$ cat src/hw/rtl/rpn_pkg.sv
// Shared types and constants for the typed RPN stack calculator.
package rpn_pkg;

    typedef enum logic [4:0] {
        KIND_PUSH  = 5'd0,
        KIND_TRUE  = 5'd1,
        KIND_FALSE = 5'd2,
        KIND_NOT   = 5'd3,
        KIND_PRINT = 5'd4,
        KIND_CLEAR = 5'd5,
        KIND_DROP  = 5'd6,
        KIND_DUP   = 5'd7,
        KIND_SWAP  = 5'd8,
        KIND_ADD   = 5'd9,
        KIND_SUB   = 5'd10,
        KIND_MUL   = 5'd11,
        KIND_DIV   = 5'd12,
        KIND_MOD   = 5'd13,
        KIND_LT    = 5'd14,
        KIND_GT    = 5'd15,
        KIND_LE    = 5'd16,
        KIND_GE    = 5'd17,
        KIND_EQ    = 5'd18
    } kind_t;

    localparam logic [2:0] STS_OK        = 3'd0;
    localparam logic [2:0] STS_EMPTY     = 3'd1;
    localparam logic [2:0] STS_NOT_BOOL  = 3'd2;
    localparam logic [2:0] STS_NOT_INT   = 3'd3;
    localparam logic [2:0] STS_DIV_ZERO  = 3'd4;
    localparam logic [2:0] STS_FULL      = 3'd5;

    typedef enum logic [3:0] {
        S_IDLE,
        S_RD_TOP,
        S_RD_SEC,
        S_CAP_SEC,
        S_EXEC,
        S_DIV_WAIT,
        S_WRITE,
        S_SWAP2,
        S_DONE
    } state_t;

    typedef enum logic [2:0] {
        CNT_HOLD,
        CNT_INC,
        CNT_DEC,
        CNT_DEC2,
        CNT_CLR
    } cnt_op_t;

    typedef enum logic [1:0] {
        WA_CNT,
        WA_TOP,
        WA_SEC
    } waddr_sel_t;

    typedef enum logic [2:0] {
        WD_VALUE,
        WD_BOOL,
        WD_TOP,
        WD_SEC,
        WD_ALU,
        WD_DIV
    } wdata_sel_t;

    typedef struct packed {
        logic [4:0]         kind;
        logic signed [31:0] value;
    } cmd_item_t;

    typedef struct packed {
        logic [2:0]         status;
        logic               has_print;
        logic signed [31:0] print_value;
        logic               print_is_bool;
        logic [6:0]         depth;
    } rsp_item_t;

    typedef struct packed {
        logic       load;
        logic       rd_sec;
        logic       cap_top;
        logic       cap_sec;
        logic       alu_en;
        logic       div_start;
        logic       wr_en;
        waddr_sel_t wr_addr;
        wdata_sel_t wr_data;
        cnt_op_t    cnt_op;
        logic       res_en;
        logic       print_en;
        logic [2:0] status;
    } ctrl_cmd_t;

    typedef struct packed {
        kind_t kind;
        logic  cnt_zero;
        logic  cnt_one;
        logic  cnt_full;
        logic  top_bool;
        logic  sec_bool;
        logic  top_zero;
        logic  div_done;
    } dp_stat_t;

endpackage

$ cat src/hw/rtl/typed_rpn_stack_calculator_core.sv
// Top level of the typed RPN stack calculator: controller plus datapath.
// Sequence: the item is loaded at the accepting edge, then passes S_RD_TOP, S_RD_SEC,
// S_CAP_SEC, S_EXEC, S_WRITE and S_DONE; swap adds S_SWAP2, and divide or mod with valid
// operands waits in S_DIV_WAIT for the bit-serial divider. Throughput: one item at a time;
// busy drops the cycle after done. The receiver cannot stall.
// Reset: rst_n clears the stack count and the controller; stack memory is not cleared.
module typed_rpn_stack_calculator_core #(
    parameter int STACK_DEPTH = 64
) (
    input  logic               clk,
    input  logic               rst_n,
    input  logic               start,
    input  rpn_pkg::cmd_item_t cmd,
    output logic               busy,
    output logic               done,
    output rpn_pkg::rsp_item_t rsp
);

    rpn_pkg::ctrl_cmd_t ctl;
    rpn_pkg::dp_stat_t  stat;
    logic               start_ok;

    assign start_ok = start && !busy;

    rpn_ctrl u_ctrl (
        .clk  (clk),
        .rst_n(rst_n),
        .start(start_ok),
        .stat (stat),
        .ctl  (ctl),
        .busy (busy),
        .done (done)
    );

    rpn_dp #(
        .STACK_DEPTH(STACK_DEPTH)
    ) u_dp (
        .clk  (clk),
        .rst_n(rst_n),
        .cmd  (cmd),
        .ctl  (ctl),
        .stat (stat),
        .rsp  (rsp)
    );

`ifndef SYNTHESIS
    a_start_busy: assert property (@(posedge clk) disable iff (!rst_n)
        start_ok |=> busy)
        else $error("accepted item did not raise busy");
    a_done_pulse: assert property (@(posedge clk) disable iff (!rst_n)
        done |=> !done)
        else $error("done strobe longer than one cycle");
    a_status_range: assert property (@(posedge clk) disable iff (!rst_n)
        done |-> (rsp.status <= rpn_pkg::STS_FULL))
        else $error("status code out of range");
    a_print_clear: assert property (@(posedge clk) disable iff (!rst_n)
        (done && !rsp.has_print) |-> (rsp.print_value == 32'sd0 && !rsp.print_is_bool))
        else $error("print fields set without a print");
`endif

endmodule

$ cat src/hw/rtl/rpn_ram.sv
// Generic single-write, single-read RAM with registered read data.
module rpn_ram #(
    parameter int WIDTH = 33,
    parameter int DEPTH = 64
) (
    input  logic                            clk,
    input  logic                            we,
    input  logic [$clog2(DEPTH)-1:0]        waddr,
    input  logic [WIDTH-1:0]                wdata,
    input  logic [$clog2(DEPTH)-1:0]        raddr,
    output logic [WIDTH-1:0]                rdata
);

    logic [WIDTH-1:0] mem [DEPTH];

    always_ff @(posedge clk)
    begin
        if (we)
        begin
            mem[waddr] <= wdata;
        end
        rdata <= mem[raddr];
    end

endmodule

$ cat src/hw/rtl/rpn_div.sv
// Signed 32-bit restoring divider, one quotient bit per cycle.
module rpn_div (
    input  logic        clk,
    input  logic        rst_n,
    input  logic        start,
    input  logic [31:0] dividend,
    input  logic [31:0] divisor,
    output logic        done,
    output logic [31:0] quotient,
    output logic [31:0] remainder
);

    logic        run_reg, run_next;
    logic        done_reg, done_next;
    logic [4:0]  step_reg, step_next;
    logic [31:0] quo_reg, quo_next;
    logic [31:0] rem_reg, rem_next;
    logic [31:0] den_reg, den_next;
    logic        negq_reg, negq_next;
    logic        negr_reg, negr_next;
    logic [32:0] shifted;
    logic [32:0] diff;

    always_comb
    begin
        run_next  = run_reg;
        done_next = 1'b0;
        step_next = step_reg;
        quo_next  = quo_reg;
        rem_next  = rem_reg;
        den_next  = den_reg;
        negq_next = negq_reg;
        negr_next = negr_reg;
        shifted   = {rem_reg, quo_reg[31]};
        diff      = shifted - {1'b0, den_reg};
        if (start)
        begin
            run_next  = 1'b1;
            step_next = 5'd31;
            quo_next  = dividend[31] ? 32'd0 - dividend : dividend;
            den_next  = divisor[31] ? 32'd0 - divisor : divisor;
            rem_next  = 32'd0;
            negq_next = dividend[31] ^ divisor[31];
            negr_next = dividend[31];
        end
        else if (run_reg)
        begin
            if (!diff[32])
            begin
                rem_next = diff[31:0];
                quo_next = {quo_reg[30:0], 1'b1};
            end
            else
            begin
                rem_next = shifted[31:0];
                quo_next = {quo_reg[30:0], 1'b0};
            end
            step_next = step_reg - 5'd1;
            if (step_reg == 5'd0)
            begin
                run_next  = 1'b0;
                done_next = 1'b1;
            end
        end
    end

    always_ff @(posedge clk or negedge rst_n)
    begin
        if (!rst_n)
        begin
            run_reg  <= 1'b0;
            done_reg <= 1'b0;
            step_reg <= 5'd0;
        end
        else
        begin
            run_reg  <= run_next;
            done_reg <= done_next;
            step_reg <= step_next;
        end
    end

    always_ff @(posedge clk)
    begin
        quo_reg  <= quo_next;
        rem_reg  <= rem_next;
        den_reg  <= den_next;
        negq_reg <= negq_next;
        negr_reg <= negr_next;
    end

    assign done      = done_reg;
    assign quotient  = negq_reg ? 32'd0 - quo_reg : quo_reg;
    assign remainder = negr_reg ? 32'd0 - rem_reg : rem_reg;

endmodule

$ cat src/hw/rtl/rpn_dp.sv
// Datapath: stack memory, stack count, operand registers, ALU, divider and result.
module rpn_dp #(
    parameter int STACK_DEPTH = 64
) (
    input  logic               clk,
    input  logic               rst_n,
    input  rpn_pkg::cmd_item_t cmd,
    input  rpn_pkg::ctrl_cmd_t ctl,
    output rpn_pkg::dp_stat_t  stat,
    output rpn_pkg::rsp_item_t rsp
);

    localparam int AW = (STACK_DEPTH > 1) ? $clog2(STACK_DEPTH) : 1;
    localparam int CW = $clog2(STACK_DEPTH + 1);

    logic [CW-1:0]      count_reg, count_next;
    rpn_pkg::kind_t     kind_reg;
    logic [31:0]        value_reg;
    logic [32:0]        top_reg;
    logic [32:0]        sec_reg;
    logic [31:0]        alu_reg, alu_next;
    logic               bool_reg, bool_next;
    logic [2:0]         status_reg;
    logic               has_print_reg;
    logic [31:0]        pv_reg;
    logic               pb_reg;
    logic [AW-1:0]      top_addr, sec_addr, cnt_addr, raddr, waddr;
    logic [32:0]        wdata, rdata;
    logic               div_done;
    logic [31:0]        quo, rem;

    assign top_addr = AW'(count_reg - CW'(1));
    assign sec_addr = AW'(count_reg - CW'(2));
    assign cnt_addr = AW'(count_reg);
    assign raddr    = ctl.rd_sec ? sec_addr : top_addr;

    always_comb
    begin
        unique case (ctl.wr_addr)
            rpn_pkg::WA_CNT: waddr = cnt_addr;
            rpn_pkg::WA_TOP: waddr = top_addr;
            rpn_pkg::WA_SEC: waddr = sec_addr;
            default:         waddr = cnt_addr;
        endcase
        unique case (ctl.wr_data)
            rpn_pkg::WD_VALUE: wdata = {1'b0, value_reg};
            rpn_pkg::WD_BOOL:  wdata = {1'b1, 31'd0, bool_reg};
            rpn_pkg::WD_TOP:   wdata = top_reg;
            rpn_pkg::WD_SEC:   wdata = sec_reg;
            rpn_pkg::WD_ALU:   wdata = {1'b0, alu_reg};
            rpn_pkg::WD_DIV:   wdata = {1'b0, (kind_reg == rpn_pkg::KIND_MOD) ? rem : quo};
            default:           wdata = {1'b0, alu_reg};
        endcase
    end

    rpn_ram #(
        .WIDTH(33),
        .DEPTH(STACK_DEPTH)
    ) u_stack (
        .clk  (clk),
        .we   (ctl.wr_en),
        .waddr(waddr),
        .wdata(wdata),
        .raddr(raddr),
        .rdata(rdata)
    );

    rpn_div u_div (
        .clk      (clk),
        .rst_n    (rst_n),
        .start    (ctl.div_start),
        .dividend (sec_reg[31:0]),
        .divisor  (top_reg[31:0]),
        .done     (div_done),
        .quotient (quo),
        .remainder(rem)
    );

    always_comb
    begin
        alu_next  = 32'd0;
        bool_next = 1'b0;
        unique case (kind_reg)
            rpn_pkg::KIND_TRUE: bool_next = 1'b1;
            rpn_pkg::KIND_NOT:  bool_next = ~top_reg[0];
            rpn_pkg::KIND_ADD:  alu_next  = sec_reg[31:0] + top_reg[31:0];
            rpn_pkg::KIND_SUB:  alu_next  = sec_reg[31:0] - top_reg[31:0];
            rpn_pkg::KIND_MUL:  alu_next  = sec_reg[31:0] * top_reg[31:0];
            rpn_pkg::KIND_LT:   bool_next = $signed(sec_reg[31:0]) < $signed(top_reg[31:0]);
            rpn_pkg::KIND_GT:   bool_next = $signed(sec_reg[31:0]) > $signed(top_reg[31:0]);
            rpn_pkg::KIND_LE:   bool_next = $signed(sec_reg[31:0]) <= $signed(top_reg[31:0]);
            rpn_pkg::KIND_GE:   bool_next = $signed(sec_reg[31:0]) >= $signed(top_reg[31:0]);
            rpn_pkg::KIND_EQ:   bool_next = (top_reg == sec_reg);
            default:            bool_next = 1'b0;
        endcase
    end

    always_comb
    begin
        unique case (ctl.cnt_op)
            rpn_pkg::CNT_HOLD: count_next = count_reg;
            rpn_pkg::CNT_INC:  count_next = count_reg + CW'(1);
            rpn_pkg::CNT_DEC:  count_next = count_reg - CW'(1);
            rpn_pkg::CNT_DEC2: count_next = count_reg - CW'(2);
            rpn_pkg::CNT_CLR:  count_next = '0;
            default:           count_next = count_reg;
        endcase
    end

    always_ff @(posedge clk or negedge rst_n)
    begin
        if (!rst_n)
        begin
            count_reg <= '0;
        end
        else
        begin
            count_reg <= count_next;
        end
    end

    always_ff @(posedge clk)
    begin
        if (ctl.load)
        begin
            kind_reg  <= rpn_pkg::kind_t'(cmd.kind);
            value_reg <= cmd.value;
        end
        if (ctl.cap_top)
        begin
            top_reg <= rdata;
        end
        if (ctl.cap_sec)
        begin
            sec_reg <= rdata;
        end
        if (ctl.alu_en)
        begin
            alu_reg  <= alu_next;
            bool_reg <= bool_next;
        end
        if (ctl.res_en)
        begin
            status_reg    <= ctl.status;
            has_print_reg <= ctl.print_en;
            pv_reg        <= ctl.print_en ? top_reg[31:0] : 32'd0;
            pb_reg        <= ctl.print_en ? top_reg[32] : 1'b0;
        end
    end

    assign stat.kind     = kind_reg;
    assign stat.cnt_zero = (count_reg == '0);
    assign stat.cnt_one  = (count_reg == CW'(1));
    assign stat.cnt_full = (count_reg >= CW'(STACK_DEPTH));
    assign stat.top_bool = top_reg[32];
    assign stat.sec_bool = sec_reg[32];
    assign stat.top_zero = (top_reg[31:0] == 32'd0);
    assign stat.div_done = div_done;

    assign rsp.status        = status_reg;
    assign rsp.has_print     = has_print_reg;
    assign rsp.print_value   = pv_reg;
    assign rsp.print_is_bool = pb_reg;
    assign rsp.depth         = 7'(count_reg);

endmodule

$ cat src/hw/rtl/rpn_ctrl.sv
// Controller state machine that sequences each command item through the datapath.
module rpn_ctrl (
    input  logic               clk,
    input  logic               rst_n,
    input  logic               start,
    input  rpn_pkg::dp_stat_t  stat,
    output rpn_pkg::ctrl_cmd_t ctl,
    output logic               busy,
    output logic               done
);

    rpn_pkg::state_t state_reg, state_next;
    logic            is_binop;
    logic            is_divop;
    logic            is_cmp;
    logic            div_go;

    always_ff @(posedge clk or negedge rst_n)
    begin
        if (!rst_n)
        begin
            state_reg <= rpn_pkg::S_IDLE;
        end
        else
        begin
            state_reg <= state_next;
        end
    end

    always_comb
    begin
        is_divop = (stat.kind == rpn_pkg::KIND_DIV) || (stat.kind == rpn_pkg::KIND_MOD);
        is_cmp   = (stat.kind == rpn_pkg::KIND_LT) || (stat.kind == rpn_pkg::KIND_GT) ||
                   (stat.kind == rpn_pkg::KIND_LE) || (stat.kind == rpn_pkg::KIND_GE);
        is_binop = is_divop || is_cmp || (stat.kind == rpn_pkg::KIND_ADD) ||
                   (stat.kind == rpn_pkg::KIND_SUB) || (stat.kind == rpn_pkg::KIND_MUL);
        div_go   = is_divop && !stat.cnt_zero && !stat.cnt_one && !stat.top_bool &&
                   !stat.sec_bool && !stat.top_zero;

        ctl            = '0;
        ctl.wr_addr    = rpn_pkg::WA_CNT;
        ctl.wr_data    = rpn_pkg::WD_VALUE;
        ctl.cnt_op     = rpn_pkg::CNT_HOLD;
        ctl.status     = rpn_pkg::STS_OK;
        state_next     = state_reg;

        unique case (state_reg)
            rpn_pkg::S_IDLE:
            begin
                if (start)
                begin
                    ctl.load   = 1'b1;
                    state_next = rpn_pkg::S_RD_TOP;
                end
            end
            rpn_pkg::S_RD_TOP:
            begin
                state_next = rpn_pkg::S_RD_SEC;
            end
            rpn_pkg::S_RD_SEC:
            begin
                ctl.rd_sec  = 1'b1;
                ctl.cap_top = 1'b1;
                state_next  = rpn_pkg::S_CAP_SEC;
            end
            rpn_pkg::S_CAP_SEC:
            begin
                ctl.cap_sec = 1'b1;
                state_next  = rpn_pkg::S_EXEC;
            end
            rpn_pkg::S_EXEC:
            begin
                ctl.alu_en = 1'b1;
                if (div_go)
                begin
                    ctl.div_start = 1'b1;
                    state_next    = rpn_pkg::S_DIV_WAIT;
                end
                else
                begin
                    state_next = rpn_pkg::S_WRITE;
                end
            end
            rpn_pkg::S_DIV_WAIT:
            begin
                if (stat.div_done)
                begin
                    state_next = rpn_pkg::S_WRITE;
                end
            end
            rpn_pkg::S_WRITE:
            begin
                ctl.res_en = 1'b1;
                state_next = rpn_pkg::S_DONE;
                if (is_binop)
                begin
                    if (stat.cnt_zero)
                    begin
                        ctl.status = rpn_pkg::STS_EMPTY;
                    end
                    else if (stat.top_bool)
                    begin
                        ctl.status = rpn_pkg::STS_NOT_INT;
                        ctl.cnt_op = stat.cnt_one ? rpn_pkg::CNT_DEC : rpn_pkg::CNT_DEC2;
                    end
                    else if (stat.cnt_one)
                    begin
                        ctl.status = rpn_pkg::STS_EMPTY;
                        ctl.cnt_op = rpn_pkg::CNT_DEC;
                    end
                    else if (stat.sec_bool)
                    begin
                        ctl.status = rpn_pkg::STS_NOT_INT;
                        ctl.cnt_op = rpn_pkg::CNT_DEC2;
                    end
                    else if (is_divop && stat.top_zero)
                    begin
                        ctl.status = rpn_pkg::STS_DIV_ZERO;
                        ctl.cnt_op = rpn_pkg::CNT_DEC2;
                    end
                    else
                    begin
                        ctl.wr_en   = 1'b1;
                        ctl.wr_addr = rpn_pkg::WA_SEC;
                        ctl.wr_data = is_cmp ? rpn_pkg::WD_BOOL :
                                      (is_divop ? rpn_pkg::WD_DIV : rpn_pkg::WD_ALU);
                        ctl.cnt_op  = rpn_pkg::CNT_DEC;
                    end
                end
                else
                begin
                    unique case (stat.kind)
                        rpn_pkg::KIND_PUSH, rpn_pkg::KIND_TRUE, rpn_pkg::KIND_FALSE:
                        begin
                            if (stat.cnt_full)
                            begin
                                ctl.status = rpn_pkg::STS_FULL;
                            end
                            else
                            begin
                                ctl.wr_en   = 1'b1;
                                ctl.wr_addr = rpn_pkg::WA_CNT;
                                ctl.wr_data = (stat.kind == rpn_pkg::KIND_PUSH) ?
                                              rpn_pkg::WD_VALUE : rpn_pkg::WD_BOOL;
                                ctl.cnt_op  = rpn_pkg::CNT_INC;
                            end
                        end
                        rpn_pkg::KIND_NOT:
                        begin
                            if (stat.cnt_zero)
                            begin
                                ctl.status = rpn_pkg::STS_EMPTY;
                            end
                            else if (!stat.top_bool)
                            begin
                                ctl.status = rpn_pkg::STS_NOT_BOOL;
                            end
                            else
                            begin
                                ctl.wr_en   = 1'b1;
                                ctl.wr_addr = rpn_pkg::WA_TOP;
                                ctl.wr_data = rpn_pkg::WD_BOOL;
                            end
                        end
                        rpn_pkg::KIND_PRINT:
                        begin
                            if (stat.cnt_zero)
                            begin
                                ctl.status = rpn_pkg::STS_EMPTY;
                            end
                            else
                            begin
                                ctl.print_en = 1'b1;
                            end
                        end
                        rpn_pkg::KIND_CLEAR:
                        begin
                            ctl.cnt_op = rpn_pkg::CNT_CLR;
                        end
                        rpn_pkg::KIND_DROP:
                        begin
                            if (stat.cnt_zero)
                            begin
                                ctl.status = rpn_pkg::STS_EMPTY;
                            end
                            else
                            begin
                                ctl.cnt_op = rpn_pkg::CNT_DEC;
                            end
                        end
                        rpn_pkg::KIND_DUP:
                        begin
                            if (stat.cnt_zero)
                            begin
                                ctl.status = rpn_pkg::STS_EMPTY;
                            end
                            else if (stat.cnt_full)
                            begin
                                ctl.status = rpn_pkg::STS_FULL;
                            end
                            else
                            begin
                                ctl.wr_en   = 1'b1;
                                ctl.wr_addr = rpn_pkg::WA_CNT;
                                ctl.wr_data = rpn_pkg::WD_TOP;
                                ctl.cnt_op  = rpn_pkg::CNT_INC;
                            end
                        end
                        rpn_pkg::KIND_SWAP:
                        begin
                            if (stat.cnt_zero || stat.cnt_one)
                            begin
                                ctl.status = rpn_pkg::STS_EMPTY;
                            end
                            else
                            begin
                                ctl.wr_en   = 1'b1;
                                ctl.wr_addr = rpn_pkg::WA_TOP;
                                ctl.wr_data = rpn_pkg::WD_SEC;
                                state_next  = rpn_pkg::S_SWAP2;
                            end
                        end
                        rpn_pkg::KIND_EQ:
                        begin
                            if (stat.cnt_zero)
                            begin
                                ctl.status = rpn_pkg::STS_EMPTY;
                            end
                            else if (stat.cnt_one)
                            begin
                                ctl.status = rpn_pkg::STS_EMPTY;
                                ctl.cnt_op = rpn_pkg::CNT_DEC;
                            end
                            else
                            begin
                                ctl.wr_en   = 1'b1;
                                ctl.wr_addr = rpn_pkg::WA_SEC;
                                ctl.wr_data = rpn_pkg::WD_BOOL;
                                ctl.cnt_op  = rpn_pkg::CNT_DEC;
                            end
                        end
                        default:
                        begin
                            ctl.status = rpn_pkg::STS_OK;
                        end
                    endcase
                end
            end
            rpn_pkg::S_SWAP2:
            begin
                ctl.wr_en   = 1'b1;
                ctl.wr_addr = rpn_pkg::WA_SEC;
                ctl.wr_data = rpn_pkg::WD_TOP;
                state_next  = rpn_pkg::S_DONE;
            end
            rpn_pkg::S_DONE:
            begin
                state_next = rpn_pkg::S_IDLE;
            end
            default:
            begin
                state_next = rpn_pkg::S_IDLE;
            end
        endcase
    end

    assign busy = (state_reg != rpn_pkg::S_IDLE);
    assign done = (state_reg == rpn_pkg::S_DONE);

endmodule
$ cat config.mk
export PLATFORM = sky130hd
export DESIGN_NAME = typed_rpn_stack_calculator_core
export DESIGN_NICKNAME = d
export VERILOG_FILES = /design/src/hw/rtl/rpn_pkg.sv /design/src/hw/rtl/typed_rpn_stack_calculator_core.sv /design/src/hw/rtl/rpn_ram.sv /design/src/hw/rtl/rpn_div.sv /design/src/hw/rtl/rpn_dp.sv /design/src/hw/rtl/rpn_ctrl.sv
export SDC_FILE = /design/constraint.sdc
export NUM_CORES = 2
export LEC_CHECK = 0
export ABC_AREA = 1
export CAP_MARGIN = 15
export CORE_MARGIN = 4
export CORE_UTILIZATION = 55
export CTS_BUF_LIST = sky130_fd_sc_hd__clkbuf_16
export DETAILED_ROUTE_END_ITERATION = 7
export DONT_BUFFER_PORTS = 1
export PLACE_DENSITY = 0.73
export REMOVE_ABC_BUFFERS = 1
export SLEW_MARGIN = 25
export SYNTH_ARGS = -nofsm -noshare
export SYNTH_HDL_FRONTEND = slang
export SYNTH_SLANG_ARGS = --single-unit
export TNS_END_PERCENT = 100
$ cat constraint.sdc
create_clock -name clk -period 19.2 [get_ports clk]
set_input_delay 2.88 -clock clk [delete_from_list [all_inputs] [get_ports clk]]
set_output_delay 2.88 -clock clk [all_outputs]
set_load 0.02 [all_outputs]
== Yosys cells after proc, flatten, opt, wreduce, memory -nomap -nowiden ==
Memories as Yosys holds them, arrays and structs flattened. A register that Yosys moved wholly into a read port is not among the register bits.
Cells that the tools add are included.

* Order comparisons: 5
* Equality and inequality tests: 40
* Divide/modulo/power cells: 0
* Shift operators: 0
* Mux-type cells: 83
* Reduce and logical (&&, ||, !) cells: 34
* $mul: 1
* Bitwise operators: 2
* Add/sub/neg operators: 11

{| class="wikitable"
|+ Operator list
! operator !! count
|-
| $mux W32 || 7
|-
| $pmux W33 S5 || 1
|-
| $sub A1 B32 Y32 const A || 4
|-
| $pmux W32 S3 || 1
|-
| $mux W6 || 9
|-
| $mux W9 || 6
|-
| $mux W3 || 14
|-
| $eq A5 B4 Y1 const B || 8
|-
| $eq A33 B33 Y1 || 1
|-
| $sub A33 B32 Y33 || 1
|-
| $add A32 B32 Y32 || 1
|-
| $ge A32 B32 Y1 || 1
|-
| $gt A32 B32 Y1 || 1
|-
| $le A32 B32 Y1 || 1
|-
| $logic_not A32 Y1 || 1
|-
| $lt A32 B32 Y1 || 1
|-
| $mul A32 B32 Y32 || 1
|-
| $pmux W4 S8 || 1
|-
| $sub A32 B32 Y32 || 1
|-
| $mux W31 || 1
|-
| $pmux W6 S5 || 1
|-
| $pmux W7 S4 || 1
|-
| $pmux W6 S2 || 2
|-
| $mux W1 || 23
|-
| 42 further kinds || 87
|}

* Logic and storage cells: 198
* Memories: 1
* Latch bits: 0
* Output and inout port bits: 46
* Register bits after elaboration: 289
* Memory bits (writable): 2112
* Memory bits (read-only): 0

{| class="wikitable"
|+ Memories
! memory !! depth !! bits a word !! rd ports !! clocked after memory_dff !! write ports !! line !! source
|-
| u_dp.u_stack.mem || 64 || 33 || 1 || 1 || 1 || rpn_ram.sv:14 || <nowiki>logic [WIDTH-1:0] mem [DEPTH];</nowiki>
|}

== Logic depth before layout (Yosys ltp) ==
* Word-level depth: 14
* Mapped depth: 33
* Mapped depth without buffers: 31

== Cells and area by module ==
A second synthesis with hierarchy kept.

* Cell total of the unflattened synthesis: 12483
* Area, all modules: 125437.8 um2

{| class="wikitable"
|+ By module, submodules not included
! module !! area an instance (um2) !! cells each !! sequential area each (um2) !! instances
|-
| rpn_ram || 85608.4 || 6985 || 64081.5 || 1
|-
| rpn_dp || 29136.7 || 3767 || 5370.2 || 1
|-
| rpn_div || 9920.8 || 1576 || 2797.7 || 1
|-
| rpn_ctrl || 762.0 || 153 || 100.1 || 1
|-
| typed_rpn_stack_calculator_core || 10.0 || 2 || 0.0 || 1
|}

== Worst setup path after synthesis ==
Ideal clock, no wire load.

* Path type: reg-to-reg
* From: register u_dp.sec_reg[12]
* To: register u_dp.alu_reg[30], data pin
* Clock period less this slack: 6.699 ns
* Path slack: 12.501 ns
* Arrival: 6.435 ns
* Stages on the path, launching flop included: 26
* Path buffers: 2
* Required time: 18.936 ns
* Cell sequence: edfxtp_1 buf_1 clkbuf_1 nand2_1 fa_1 inv_1 fa_1 inv_1 fa_1 inv_1 fa_1 inv_1 fa_1 fa_1 inv_1 fa_1 fa_1 ha_1 inv_1 nor3_1 nand2_1 o221a_2 nand2_1 a21oi_1 o21ai_0 nand3_1

* Cells in the longest elaborated chain, start to end: 2
* Elaborated cells on any way between the ends: 4

{| class="wikitable"
|+ Ends and longest elaborated chain
! item !! line !! source
|-
| start, declared || rpn_dp.sv:20 || <nowiki>logic [32:0] sec_reg;</nowiki>
|-
| start signal, assigned || rpn_dp.sv:135 || <nowiki>sec_reg <= rdata;</nowiki>
|-
| $mul A32 B32 Y32 (tied with other cells) || rpn_dp.sv:88 || <nowiki>rpn_pkg::KIND_MUL: alu_next = sec_reg[31:0] * top_reg[31:0];</nowiki>
|-
| $pmux W32 S3 (*) || rpn_dp.sv:83 || <nowiki>unique case (kind_reg)</nowiki>
|-
| net u_dp.alu_next[30] || rpn_dp.sv:21 || <nowiki>logic [31:0] alu_reg, alu_next;</nowiki>
|-
| end signal, assigned || rpn_dp.sv:139 || <nowiki>alu_reg <= alu_next;</nowiki>
|-
| end, declared || rpn_dp.sv:21 ||
|}

The timed path passes the listed nets; every way through them passes the cells marked *.
A chain may end at the register's enable or synchronous reset.

== Worst setup path in the final report ==
* From: register u_dp.sec_reg[11]
* To: register u_dp.alu_reg[23], data pin

The elaborated chain is that of the path after synthesis.

==> impl.org <==
** Outcome
- Status :: finished clean

** Critical path
- On the worst path, the slowest cell contributes a delay of 0.82 ns.
- Launch instance of the worst register-to-register path :: u_dp.sec_reg[11]
- Slowest cell on crit path :: nor4_1
- Path depth of the worst reg2reg path :: 23
- Critical register-to-register path endpoint :: u_dp.alu_reg[23]
- Grouping stages by cell kind, the critical path spends the most delay in adder cells.
- By instance count, the cell type seen most on the critical path is fa_1.
- Crit path launch type :: flip-flop
- Crit path from :: u_dp.sec_reg[11]
- STA puts the critical path data required time at 19.79 ns.
- Crit path buf inv count :: 6
- Crit path to :: u_dp.alu_reg[23]
- Worst EP arrival :: 8.50 ns
- The worst register-to-register path has a setup slack of ~11 ns.
- Type of the worst setup path :: flip-flop to flip-flop
- Nature of the critical path endpoint :: flip-flop
- Cell count along the critical path :: 23
- Walking the worst path, the cells encountered are buf_4 -> nand2_1 -> inv_1 -> fa_1 -> fa_1 -> fa_1 -> inv_1 -> fa_1 -> inv_1 -> fa_1 -> inv_1 -> fa_1 -> inv_1 -> fa_1 -> fa_1 -> ha_1 -> nand2_1 -> nor4_1 -> nand3_1 -> nand3_1 -> a21oi_1 -> o21ai_0 -> nand3_1.
- Highest net fanout along the worst path :: 16

** Clock tree
- The clock net in this run drives a total of ~2400 sinks.
- The clock tree synthesis step divided the H-tree into 4 levels.
- Post-CTS repair changed the size of 0 cells.
- Setup Buffers After CTS :: 0
- Max Root-Sink Buffers :: 3
- TritonCTS clock tree :: done
- Hold-fix buffers, CTS :: 0
- Clock-pin slew was measured on the worst setup and hold paths at 0.08 ns.
- The root buffer cell chosen for the clock tree is clkbuf_16.
- Clock insertion delay at the later pin of the skew report :: 0.93 ns
- Number of buffers created by CTS :: around 240

** Logic synthesis
- Portion of the post-synthesis area used by sequential elements :: around 60%
- Average cell area after synthesis :: 10.30 sq um
- Fraction of registers with async set/reset :: 0.7395%
- Synthesized cell area :: 123200 sq um
- Distinct cell type count after synthesis :: slightly above 60
- For this run, the leading register cell type out of synthesis is edfxtp_1.
- Number of instances in the synthesized netlist :: between 10000 and 15000
- Total of warnings raised by yosys :: 0
- Synthesis inferred 2434 register bits.
- Number of flops mapped to enable cells by yosys :: 2351

** Global routing
- Overall fraction of global-route tracks in use :: a little over a third
- Number of global-route vias before repair :: 89570
- Wire length of the first global-routing pass :: 600300 um
- Entering global routing, the biggest net connects 209 pins.
- The number of antenna violations at the first check in global routing was 20.
- Remaining global-route overflow :: 0

** Floorplan
- The core region is approximately 220000 sq um.
- Measured along the x axis, the die boundary spans 481.3 um.
- Die Ht :: 481.3 um
- The floorplan has 173 rows.
- For this design the top-level I/O count stands at 86.
- The floorplan step defined a die boundary enclosing 231600 sq um.
- For this configuration, the core starts out at a cell density of 55.36%.

** Placed design
- Summed over all nets, the half-perimeter wirelength after detailed placement is 257600 um.
- During placement, the flow inserted port buffers numbering 0.
- Routability-driven placement congestion ratio :: 1.021

** Route
- DR vias :: 93430
- After detailed routing, the total wire length is 415800 um.
- Drt drc :: 0
- First DRT Iteration DRCs :: about 14000
- In the final routed layout, each cell accounts on average for 27.87 um.
- In the routed layout, each cell is associated on average with a via count of 6.263.
- Post-route ant nets :: 0
- Number of search-and-repair iterations in the first detailed-routing pass :: 8

** STA
- Final-report max-slew violation count :: 0
- Measured against its own limit, the worst slew margin works out to 16.09%.
- Clock Skew :: a little over 0.1 ns
- Crit path time final :: 7.912 ns
- After routing, the total negative slack on setup checks comes to 0 ns.
- Worst-case hold slack :: roughly 0.43 ns
- Setup violators final :: 0
- The final critical path takes up 41.21% of the cycle.
- Worst Tran Pin Value :: 1.256 ns
- Setup repair after global routing left no endpoint under its margin.
- Static timing analysis puts the maximum clock frequency at about 130 MHz.
- Number of hold violations in the final report :: 0

** Hold path
- The worst hold path belongs to the class flip-flop to flip-flop.

** Cells and area
- Fill cells in the final layout number 17890.
- Number of nets in the finished design :: approximately 12000
- Of the cells placed in the final design, the portion with a size suffix greater than 1 is 6.097%.
- The register with the most flip-flops in the layout has 2112 of them.
- Compared with the post-synthesis result, the final layout area differs by 9.041%.
- Register with the most flip-flops :: u_dp.u_stack.mem

** Run
- The tool flagged a number of max-cap violations equal to 0.
==> through the flow <==
step | instances | util [%] | area [sq um] | setup WS [ns]
2_1_floorplan | 11280 | - | 120200 | -13.18
3_3_place_gp | 14470 | 56.84 | 126500 | 11.33
3_5_place_dp | 14470 | 56.85 | 126500 | 11.33
4_1_cts | 14910 | 60.33 | 134200 | 11.34
5_1_grt | 14920 | 60.36 | 134300 | 11.02
6_report | 14920 | 60.36 | 134300 | 11.29
==> per-layer routing <==
metal / track usage (%) / up-vias / wire, um
met3: 6.917 / 1090 / 50090
li1: - / 40370 / -
met2: 53.88 / 6396 / 184700
met4: 19.79 / 6 / 27490
met5: 0 / - / 53
met1: 48.03 / 45570 / 153500
==> layout by cell type, fill, tap and decap left out, types with 10 or more instances in the layout <==
cell type  count
nand4_1      123
nand3_1      537
buf_4        204
nand3_4       10
inv_2         15
nor2_4        74
nand2_1     2273
o21ai_1      136
a31oi_1       12
edfxtp_1    2351
a21oi_1      220
clkinv_2      51
dfxtp_1       65
o221ai_1      19
or2_2         18
o21bai_1      17
ha_1         232
o211ai_1      42
dfrtp_1       18
o22ai_1      505
nor4_1        19
fa_1         411
nor2_1      1488
nor3_1        76
clkinv_1      59
a21o_1        19
buf_12        12
a21boi_0      12
nand2_2       10
xnor2_1       31
xor2_1       108
bufinv_16     19
o21ai_0     1189
nand3b_1      14
clkbuf_16    239
inv_1       1199
==> worst min-delay path by stage <==
stage,slack [ns],from,endpoint,cells after the start
after global routing,0.43,u_dp.u_stack.rdata[7],u_dp.top_reg[7],0
after global placement,0.41,u_dp.u_stack.rdata[22],u_dp.top_reg[22],0
after CTS,0.42,u_dp.u_stack.rdata[27],u_dp.sec_reg[27],0
after floorplan,0.40,u_dp.u_stack.rdata[0],u_dp.sec_reg[0],0
final,0.43,u_dp.u_stack.rdata[16],u_dp.sec_reg[16],0
after detailed placement,0.41,u_dp.u_stack.rdata[16],u_dp.sec_reg[16],0
==> cell type report <==
class | count | area [sq um] | area share, %
Sequential cell | 2434 | 72350 | 53.86
Antenna cell | 3 | 7.507 | 0.005589
Timing Repair Buffer | 219 | 1838 | 1.368
Multi-Input combinational cell | 7667 | 44240 | 32.94
Clock buffer | 239 | 5981 | 4.453
Tap cell | 2975 | 3722 | 2.771
Clock inverter | 207 | 1747 | 1.300
Inverter | 1174 | 4437 | 3.303
==> cells in the mapped netlist, types with 77 or more instances <==
cell         n  area, sq um
clkbuf_1   434         1629
o22ai_1    505         3159
ha_1       232         2903
nand2_1   2275         8539
xor2_1     108        945.9
o21ai_0   1192         5966
inv_1     1153         4328
nor3_1      77        385.4
fa_1       411         8228
nor2_1    1558         5848
o21ai_1    136        680.7
edfxtp_1  2351        70600
nand4_1    123        769.5
nand3_1    549         2748
a21oi_1    220         1101
buf_2      169        845.8
==> worst reg2reg max path: cells and delay by family (launching register included) <==
kind	cells	cell delay, ns
adders and majority gates	9	4.22
and+or+nand+nor	6	1.66
DFF	1	0.75
AOI/OAI and AO/OA	2	0.33
buffers and inverters	6	0.68
==> cells by family after synthesis <==
kind of cell	count (synthesis)	share of synthesized area [%]
simple gates	4666	15.36
flops	2434	58.73
compound gates	2219	9.917
buf+inv	1859	5.965
fa+ha+maj	643	9.036
xor+xnor	139	0.9883
Power is left out: the tool's default activity adds up to more than one toggle a clock period on the data nets, which glitch-free logic cannot reach.
